## src/rtl/core/ile_pkg.sv

```systemverilog
// ----------------------------------------------------------------------------
// ile_pkg
// Shared constants, codes and controller/datapath interface types for the
// indexed list engine.
// ----------------------------------------------------------------------------
package ile_pkg;

    // Store geometry
    localparam int CAPACITY = 64;
    localparam int ADDR_W   = $clog2(CAPACITY);
    localparam int CNT_W    = $clog2(CAPACITY + 1);

    // Field widths
    localparam int OP_W     = 3;
    localparam int POS_W    = 7;
    localparam int VAL_W    = 32;
    localparam int STAT_W   = 2;
    localparam int ECNT_W   = 7;

    // Width used to compare a position against the count
    localparam int CMP_W    = (CNT_W > POS_W) ? CNT_W : POS_W;

    // Stream payload widths
    localparam int S_DATA_W = 40;   // position, item_value, zero fill
    localparam int M_DATA_W = 40;   // read_value, element_count, zero fill

    // Request codes
    localparam logic [OP_W-1:0] OP_READ   = 3'd0;
    localparam logic [OP_W-1:0] OP_FRONT  = 3'd1;
    localparam logic [OP_W-1:0] OP_BACK   = 3'd2;
    localparam logic [OP_W-1:0] OP_INSERT = 3'd3;
    localparam logic [OP_W-1:0] OP_DELETE = 3'd4;

    // Result status codes
    localparam logic [STAT_W-1:0] STAT_DONE  = 2'd0;
    localparam logic [STAT_W-1:0] STAT_RANGE = 2'd1;
    localparam logic [STAT_W-1:0] STAT_FULL  = 2'd2;

    typedef enum logic [2:0] {
        S_IDLE,
        S_DECODE,
        S_READ_WAIT,
        S_INS_CHK,
        S_INS_WR,
        S_DEL_CHK,
        S_DEL_WR,
        S_RESULT
    } state_t;

    // Element memory read address select
    typedef enum logic [1:0] {
        RD_POS,     // requested position
        RD_BELOW,   // k - 1, insert shift
        RD_ABOVE    // k + 1, delete shift
    } rd_sel_t;

    // Shift loop setup
    typedef enum logic {
        INIT_INSERT,
        INIT_DELETE
    } init_sel_t;

    // Controller to datapath
    typedef struct packed {
        logic              capture;     // latch request
        logic              rd_en;
        rd_sel_t           rd_sel;
        logic              wr_move;     // mem[k] <= read data
        logic              wr_value;    // mem[k] <= item value
        logic              loop_init;
        init_sel_t         init_sel;
        logic              k_inc;
        logic              k_dec;
        logic              count_inc;
        logic              count_dec;
        logic              res_set;
        logic [STAT_W-1:0] res_status;
        logic              res_from_mem;
        logic              out_load;
    } cmd_t;

    // Datapath to controller
    typedef struct packed {
        logic [OP_W-1:0] req_op;
        logic            pos_lt_count;
        logic            pos_le_count;
        logic            full;
        logic            k_at_tgt;
        logic            out_free;
    } stat_t;

endpackage

```

## src/rtl/core/indexed_list_engine.sv

```systemverilog
// ----------------------------------------------------------------------------
// indexed_list_engine
// Bounded ordered list of signed 32-bit values with indexed read, insert and
// delete, one result transaction per request transaction.
// ----------------------------------------------------------------------------
// The list lives in a single-port-style element memory (one write and one
// registered read per cycle) of CAPACITY entries, so every element that has
// to move is first read and then written back one place over. A request
// goes from acceptance through decode to its result: a rejected or unused
// request goes there at once, a read through a read wait, an insert at
// effective position p (0 for front, count for append) through a loop that
// moves count - p elements up, and a delete at p through one that moves
// count - 1 - p down. The result then waits for the output register to free.
// One request is worked on at a time; s_tready is high only between
// requests, but a finished result may still sit in the output register
// while the next request is accepted. Out-of-range positions give status 1
// and leave the list alone; an insert into a full store gives status 2 and
// is dropped (the range check wins when both apply). read_value is zero on
// anything but a successful read, and element_count is the count after the
// request.
// ----------------------------------------------------------------------------
module indexed_list_engine
    import ile_pkg::*;
(
    input  logic                aclk,
    input  logic                aresetn,
    // request channel
    input  logic                s_tvalid,
    output logic                s_tready,
    input  logic [S_DATA_W-1:0] s_tdata,   // [6:0] position, [38:7] item_value, [39] zero
    input  logic [OP_W-1:0]     s_tuser,   // [2:0] op
    // result channel
    output logic                m_tvalid,
    input  logic                m_tready,
    output logic [M_DATA_W-1:0] m_tdata,   // [31:0] read_value, [38:32] element_count, [39] zero
    output logic [STAT_W-1:0]   m_tuser    // [1:0] status
);

    cmd_t  cmd;
    stat_t stat;

    // sequencer: decode, checks, shift loops
    ile_ctrl u_ctrl (
        .aclk     (aclk),
        .aresetn  (aresetn),
        .s_tvalid (s_tvalid),
        .s_tready (s_tready),
        .stat     (stat),
        .cmd      (cmd)
    );

    // element memory, count and result registers
    ile_datapath u_datapath (
        .aclk     (aclk),
        .aresetn  (aresetn),
        .cmd      (cmd),
        .stat     (stat),
        .s_op     (s_tuser),
        .s_pos    (s_tdata[POS_W-1:0]),
        .s_val    (s_tdata[POS_W+VAL_W-1:POS_W]),
        .m_tready (m_tready),
        .m_tvalid (m_tvalid),
        .m_tdata  (m_tdata),
        .m_tuser  (m_tuser)
    );

endmodule

```

## src/rtl/core/ile_datapath.sv

```systemverilog
// ----------------------------------------------------------------------------
// ile_datapath
// Element memory, count, shift index and result registers.
// ----------------------------------------------------------------------------
module ile_datapath
    import ile_pkg::*;
(
    input  logic                aclk,
    input  logic                aresetn,
    input  cmd_t                cmd,
    output stat_t               stat,
    input  logic [OP_W-1:0]     s_op,
    input  logic [POS_W-1:0]    s_pos,
    input  logic [VAL_W-1:0]    s_val,
    input  logic                m_tready,
    output logic                m_tvalid,
    output logic [M_DATA_W-1:0] m_tdata,
    output logic [STAT_W-1:0]   m_tuser
);

    logic [VAL_W-1:0]  mem [CAPACITY];

    logic [OP_W-1:0]   op_reg;
    logic [POS_W-1:0]  pos_reg;
    logic [VAL_W-1:0]  val_reg;
    logic [CNT_W-1:0]  count_reg, count_next;
    logic [CNT_W-1:0]  k_reg;
    logic [CNT_W-1:0]  tgt_reg;
    logic [VAL_W-1:0]  rdata_reg;
    logic [VAL_W-1:0]  res_value_reg;
    logic [STAT_W-1:0] res_status_reg;
    logic              m_valid_reg, m_valid_next;
    logic [VAL_W-1:0]  m_value_reg;
    logic [STAT_W-1:0] m_status_reg;
    logic [ECNT_W-1:0] m_count_reg;

    logic [ADDR_W-1:0] rd_addr;
    logic [ADDR_W-1:0] wr_addr;
    logic [CNT_W-1:0]  ins_tgt;
    logic [CMP_W-1:0]  pos_cmp;
    logic [CMP_W-1:0]  count_cmp;

    assign pos_cmp   = CMP_W'(pos_reg);
    assign count_cmp = CMP_W'(count_reg);

    assign stat.req_op       = op_reg;
    assign stat.pos_lt_count = pos_cmp < count_cmp;
    assign stat.pos_le_count = pos_cmp <= count_cmp;
    assign stat.full         = count_reg == CNT_W'(CAPACITY);
    assign stat.k_at_tgt     = k_reg == tgt_reg;
    assign stat.out_free     = !m_valid_reg || m_tready;

    always_comb begin
        case (cmd.rd_sel)
            RD_BELOW: rd_addr = ADDR_W'(k_reg - CNT_W'(1));
            RD_ABOVE: rd_addr = ADDR_W'(k_reg + CNT_W'(1));
            default:  rd_addr = ADDR_W'(pos_reg);
        endcase
    end

    assign wr_addr = ADDR_W'(k_reg);

    always_comb begin
        if (op_reg == OP_FRONT) begin
            ins_tgt = '0;
        end else if (op_reg == OP_BACK) begin
            ins_tgt = count_reg;
        end else begin
            ins_tgt = CNT_W'(pos_reg);
        end
    end

    // element memory: one write and one registered read a cycle
    always_ff @(posedge aclk) begin
        if (cmd.wr_move) begin
            mem[wr_addr] <= rdata_reg;
        end else if (cmd.wr_value) begin
            mem[wr_addr] <= val_reg;
        end
        if (cmd.rd_en) begin
            rdata_reg <= mem[rd_addr];
        end
    end

    // request, shift index and pending result
    always_ff @(posedge aclk) begin
        if (cmd.capture) begin
            op_reg  <= s_op;
            pos_reg <= s_pos;
            val_reg <= s_val;
        end
        if (cmd.loop_init) begin
            if (cmd.init_sel == INIT_DELETE) begin
                k_reg   <= CNT_W'(pos_reg);
                tgt_reg <= count_reg - CNT_W'(1);
            end else begin
                k_reg   <= count_reg;
                tgt_reg <= ins_tgt;
            end
        end else if (cmd.k_inc) begin
            k_reg <= k_reg + CNT_W'(1);
        end else if (cmd.k_dec) begin
            k_reg <= k_reg - CNT_W'(1);
        end
        if (cmd.res_set) begin
            res_status_reg <= cmd.res_status;
            res_value_reg  <= cmd.res_from_mem ? rdata_reg : '0;
        end
        if (cmd.out_load) begin
            m_value_reg  <= res_value_reg;
            m_status_reg <= res_status_reg;
            m_count_reg  <= ECNT_W'(count_reg);
        end
    end

    always_comb begin
        count_next = count_reg;
        if (cmd.count_inc) begin
            count_next = count_reg + CNT_W'(1);
        end else if (cmd.count_dec) begin
            count_next = count_reg - CNT_W'(1);
        end
    end

    always_comb begin
        m_valid_next = m_valid_reg;
        if (cmd.out_load) begin
            m_valid_next = 1'b1;
        end else if (m_tready) begin
            m_valid_next = 1'b0;
        end
    end

    always_ff @(posedge aclk) begin
        if (!aresetn) begin
            count_reg   <= '0;
            m_valid_reg <= 1'b0;
        end else begin
            count_reg   <= count_next;
            m_valid_reg <= m_valid_next;
        end
    end

    assign m_tvalid = m_valid_reg;
    assign m_tdata  = {{(M_DATA_W - VAL_W - ECNT_W){1'b0}}, m_count_reg, m_value_reg};
    assign m_tuser  = m_status_reg;

endmodule

```

## src/rtl/core/ile_ctrl.sv

```systemverilog
// ----------------------------------------------------------------------------
// ile_ctrl
// Request sequencer: decode, range/full checks, element shift loops and
// result hand-off.
// ----------------------------------------------------------------------------
module ile_ctrl
    import ile_pkg::*;
(
    input  logic  aclk,
    input  logic  aresetn,
    input  logic  s_tvalid,
    output logic  s_tready,
    input  stat_t stat,
    output cmd_t  cmd
);

    state_t state_reg, state_next;

    always_ff @(posedge aclk) begin
        if (!aresetn) begin
            state_reg <= S_IDLE;
        end else begin
            state_reg <= state_next;
        end
    end

    // next state
    always_comb begin
        state_next = state_reg;
        unique case (state_reg)
            S_IDLE: begin
                if (s_tvalid) begin
                    state_next = S_DECODE;
                end
            end
            S_DECODE: begin
                case (stat.req_op) inside
                    OP_READ: begin
                        state_next = stat.pos_lt_count ? S_READ_WAIT : S_RESULT;
                    end
                    OP_FRONT, OP_BACK, OP_INSERT: begin
                        if ((stat.req_op == OP_INSERT && !stat.pos_le_count) || stat.full) begin
                            state_next = S_RESULT;
                        end else begin
                            state_next = S_INS_CHK;
                        end
                    end
                    OP_DELETE: begin
                        state_next = stat.pos_lt_count ? S_DEL_CHK : S_RESULT;
                    end
                    default: state_next = S_RESULT;
                endcase
            end
            S_READ_WAIT: state_next = S_RESULT;
            S_INS_CHK:   state_next = stat.k_at_tgt ? S_RESULT : S_INS_WR;
            S_INS_WR:    state_next = S_INS_CHK;
            S_DEL_CHK:   state_next = stat.k_at_tgt ? S_RESULT : S_DEL_WR;
            S_DEL_WR:    state_next = S_DEL_CHK;
            S_RESULT: begin
                if (stat.out_free) begin
                    state_next = S_IDLE;
                end
            end
            default: state_next = S_IDLE;
        endcase
    end

    // outputs
    always_comb begin
        cmd      = '0;
        s_tready = 1'b0;
        unique case (state_reg)
            S_IDLE: begin
                s_tready    = 1'b1;
                cmd.capture = s_tvalid;
            end
            S_DECODE: begin
                case (stat.req_op) inside
                    OP_READ: begin
                        if (stat.pos_lt_count) begin
                            cmd.rd_en  = 1'b1;
                            cmd.rd_sel = RD_POS;
                        end else begin
                            cmd.res_set    = 1'b1;
                            cmd.res_status = STAT_RANGE;
                        end
                    end
                    OP_FRONT, OP_BACK, OP_INSERT: begin
                        if (stat.req_op == OP_INSERT && !stat.pos_le_count) begin
                            cmd.res_set    = 1'b1;
                            cmd.res_status = STAT_RANGE;
                        end else if (stat.full) begin
                            cmd.res_set    = 1'b1;
                            cmd.res_status = STAT_FULL;
                        end else begin
                            cmd.loop_init = 1'b1;
                            cmd.init_sel  = INIT_INSERT;
                        end
                    end
                    OP_DELETE: begin
                        if (stat.pos_lt_count) begin
                            cmd.loop_init = 1'b1;
                            cmd.init_sel  = INIT_DELETE;
                        end else begin
                            cmd.res_set    = 1'b1;
                            cmd.res_status = STAT_RANGE;
                        end
                    end
                    default: begin
                        cmd.res_set    = 1'b1;
                        cmd.res_status = STAT_DONE;
                    end
                endcase
            end
            S_READ_WAIT: begin
                cmd.res_set      = 1'b1;
                cmd.res_status   = STAT_DONE;
                cmd.res_from_mem = 1'b1;
            end
            S_INS_CHK: begin
                if (stat.k_at_tgt) begin
                    cmd.wr_value   = 1'b1;
                    cmd.count_inc  = 1'b1;
                    cmd.res_set    = 1'b1;
                    cmd.res_status = STAT_DONE;
                end else begin
                    cmd.rd_en  = 1'b1;
                    cmd.rd_sel = RD_BELOW;
                end
            end
            S_INS_WR: begin
                cmd.wr_move = 1'b1;
                cmd.k_dec   = 1'b1;
            end
            S_DEL_CHK: begin
                if (stat.k_at_tgt) begin
                    cmd.count_dec  = 1'b1;
                    cmd.res_set    = 1'b1;
                    cmd.res_status = STAT_DONE;
                end else begin
                    cmd.rd_en  = 1'b1;
                    cmd.rd_sel = RD_ABOVE;
                end
            end
            S_DEL_WR: begin
                cmd.wr_move = 1'b1;
                cmd.k_inc   = 1'b1;
            end
            S_RESULT: begin
                cmd.out_load = stat.out_free;
            end
            default: begin
                cmd = '0;
            end
        endcase
    end

endmodule

```

## config.mk

```make
export PLATFORM = sky130hd
export DESIGN_NAME = indexed_list_engine
export DESIGN_NICKNAME = d
export VERILOG_FILES = /design/src/rtl/core/ile_pkg.sv /design/src/rtl/core/indexed_list_engine.sv /design/src/rtl/core/ile_datapath.sv /design/src/rtl/core/ile_ctrl.sv
export SDC_FILE = /design/constraint.sdc
export NUM_CORES = 2
export LEC_CHECK = 0
export BUFFER_PORTS_ARGS = -buffer_cell sky130_fd_sc_hd__buf_2
export CAP_MARGIN = 10
export CORE_ASPECT_RATIO = 1.1
export CORE_UTILIZATION = 55
export CTS_CLUSTER_SIZE = 30
export DETAILED_ROUTE_END_ITERATION = 10
export PLACE_DENSITY = 0.73
export SYNTH_ARGS = -nofsm -noshare
export SYNTH_HDL_FRONTEND = slang
export SYNTH_SLANG_ARGS = --single-unit
export TNS_END_PERCENT = 10
```

## constraint.sdc

```tcl
create_clock -name aclk -period 7.53 [get_ports aclk]
set_input_delay 1.506 -clock aclk [delete_from_list [all_inputs] [get_ports aclk]]
set_output_delay 1.506 -clock aclk [all_outputs]
set_load 0.01 [all_outputs]
```

==> results by group <==
Cells and area
  – Max FFs per register: 2048
  – Layout area overhead: 11.2%
  – Share of layout cells above drive strength 1: between 10% and 20%
  – Most flop-heavy register: u_datapath.mem
  – Core Util, Final: between 60% and 70%
  – Final nets: 5412
  – Fin cells: ~7600

Worst setup path
  – Critical path cell sequence: xnor2_1 > nand3_1 > or2_2 > nand3_1 > inv_1 > ha_1 > o31a_2 > buf_4 > buf_12 > mux4_2 > mux2i_1 > a32o_1 > o21ai_0 > and4_1
  – Critical path arrival: roughly 6.5 ns
  – Max stage delay cell, worst path: ha_1
  – Startpoint types: flop
  – CP delay by family, top: compound AO/OA/AOI/OAI gates
  – CP Class: reg2reg
  – Worst setup EP type: flop
  – Critical path fanouts, max: 72
  – Max incr delay on CP: between 0.8 and 0.9 ns
  – CP dominant cell by count: nand3_1
  – WP buf/inv: 3
  – Worst Path Required: between 8 and 9 ns

Timing
  – Slew @ Worst Pin: roughly 1.2 ns
  – Final Hold Vio Count: 0
  – Tcrit/Tclk final: about four fifths
  – Final Critical Period: about 5.9 ns
  – RSZ-0062 raised after global routing: false
  – Max-slew violation count: 0
  – FMAX: between 150 and 200 MHz
  – Final setup viols: 0
  – Final TNS setup: 0 ns
  – Slew headroom: 16.8%
  – Worst Skew: ~0.030 ns

Logic synthesis
  – Netlist Area Pre-Place: a little under 90000 um^2
  – Asr flop ratio synth: 0%
  – Seq/Total Area, Yosys: approximately three quarters
  – Predominant post-synthesis flop cell: edfxtp_1
  – Post-synth EDFFs: 2211
  – Synth warn: 0
  – Yosys reg bits: roughly 2200
  – Synthesized Nets: approximately 5300
  – Post-Syn Instances: 5246
  – Netlist cell types: 70
  – Syn avg cell area: about 17 um^2

GRT
  – First-pass GRT wire length: approximately 310 mm
  – Largest net degree at the start of global routing: 150
  – Met1 GRT Util: a little over a third
  – Total GRT Usage: a little over a quarter
  – Peak-usage layer in the global routing report: met2
  – Vias in the first global route: around 47000
  – Initial antenna violation count: 5
  – Met2 GRT Util: a little over two fifths
  – Met3 usage: under 10%
  – Grt total ovfl: 0

Floorplanning
  – Core area: ~160000 um^2
  – Die Footprint: approximately 160000 um^2
  – Chip Width: 381 um
  – I/O pins: 91
  – # rows: 152
  – Die H: 419 um
  – Initial core utilization: ~56%

Clocking
  – CTS tree: built
  – Reg clk slew, reported paths: roughly 0.06 ns
  – CTS Buffer Depth: 3
  – CTS buffer count: 200
  – Clk Latency, worst-skew pair: roughly 0.84 ns
  – Post-CTS Resized: 0
  – Hold buffers post-CTS: 0
  – Postcts setup bufs: 0
  – # H-tree levels: 4
  – Sink Count: between 2000 and 2500
  – Root Driver: clkbuf_16

Route
  – DRC viols: 0
  – Drt total wl: 214 mm
  – DR vias: between 40000 and 50000
  – Iteration-0 DRC Markers: just under 7000
  – Vias/cell: about 6.4
  – Post-DRT Antenna Nets: 0
  – Drt wl/cell: 28.2 um
  – Pre-antenna DRT Iters: 6

Hold path
  – Min-delay worst type: reg2reg

Pwr
  – Pwr per Cell Area: around 320 nW/um^2
  – Static Leak: between 0.03 and 0.04 uW
  – Peak VDD IR: approximately 0.33 mV

Status
  – Status: finished clean

Run
  – MaxCap Viol Count: 0

Placement
  – Dpl cells: approximately 7200
  – Hpwl dp: roughly 120 mm
  – Number of port buffers: 88
  – GP Congestion: between 0.8 and 0.9
==> path summary, 6_finish.rpt <==
kind | startpoint | endpoint | slack (ns) | depth (start not counted)
max reg2reg | u_datapath.k_reg[2]$_DFFE_PP_ | u_datapath.rdata_reg[22]$_DFFE_PP_ | 1.58 | 14
max | u_datapath.k_reg[2]$_DFFE_PP_ | u_datapath.rdata_reg[22]$_DFFE_PP_ | 1.58 | 14
min reg2reg | u_datapath.res_value_reg[28]$_SDFFCE_PP0P_ | u_datapath.m_value_reg[28]$_DFFE_PP_ | 0.42 | 0
min | u_datapath.res_value_reg[28]$_SDFFCE_PP0P_ | u_datapath.m_value_reg[28]$_DFFE_PP_ | 0.42 | 0
==> report_power, final <==
part / switching, uW / internal [uW] / leakage [uW]
Combinational: 4510 / 2060 / 0.00842
Sequential: 220 / 14700 / 0.0200
Clock: 4400 / 5460 / 0.00307
Total: 9130 / 22300 / 0.0315
==> cell type report <==
| cell class | count | area [um^2] |
|---|---|---|
| timing repair buffer | 228 | 1830 |
| clock inverter | 121 | 1010 |
| tap | 2079 | 2600 |
| fill | 10737 | 59800 |
| antenna | 1 | 2.50 |
| clock buffer | 246 | 5280 |
| inverter | 21 | 78.8 |
| multi-input combinational | 2679 | 19500 |
| sequential | 2222 | 66600 |
==> placed cells by master (no fill, tap or decap), types with 14 or more instances in the layout <==
cell type,instances
a21oi_1,87
edfxtp_1,2211
a221oi_1,19
a32o_1,24
clkinv_1,42
clkbuf_1,41
nand2_1,1137
and2_1,41
a31oi_1,82
inv_1,21
mux2i_1,36
and3_1,96
a22o_1,18
bufinv_16,14
nor2_4,65
a311oi_1,83
clkbuf_16,205
o21ai_0,22
xnor2_1,17
mux4_2,289
a32oi_1,14
mux2_2,34
nor4_2,18
nor3_1,30
clkinv_2,41
nor2_1,23
nand3_1,415
buf_12,27
buf_2,88
buf_4,113
==> per-layer routing <==
| metal | vias to the layer above | part of all wire (%) |
|---|---|---|
| met5 | - | 0.0098 |
| met4 | 4 | 3.3 |
| met3 | 465 | 10 |
| met2 | 2823 | 49 |
| met1 | 24785 | 37 |
| li1 | 20524 | - |
==> stage by stage <==
step	setup WS (ns)	total power [uW]	hold slack, ns	cell area [um^2]
5_1_grt	1.35	32400	0.422	96900
3_3_place_gp	1.76	21500	0.401	90500
4_1_cts	1.66	31400	0.419	96800
3_5_place_dp	1.70	21700	0.405	90500
2_1_floorplan	1.65	19400	0.400	87100
6_report	1.58	31400	0.418	96900
==> synthesized netlist by cell type (all sizes together) (42+ instances only) <==
library cell | number | area, um^2
buf | 212 | 1150
and2 | 42 | 263
mux4 | 289 | 6510
clkbuf | 112 | 420
nand2 | 1138 | 4270
nand3 | 416 | 2090
a21oi | 88 | 440
edfxtp | 2211 | 66400
nor2 | 91 | 347
a31oi | 83 | 519
a311oi | 83 | 727
and3 | 96 | 601
==> logic make-up after synthesis <==
group / share of synthesized area, %
compound gates: 3.36
xor+xnor: 0.241
mux: 8.32
buf+inv: 1.89
other cells: 0.00430
simple gates: 9.52
flops: 76.5
fa+ha+maj: 0.187
(Power assumes the default switching activity.)
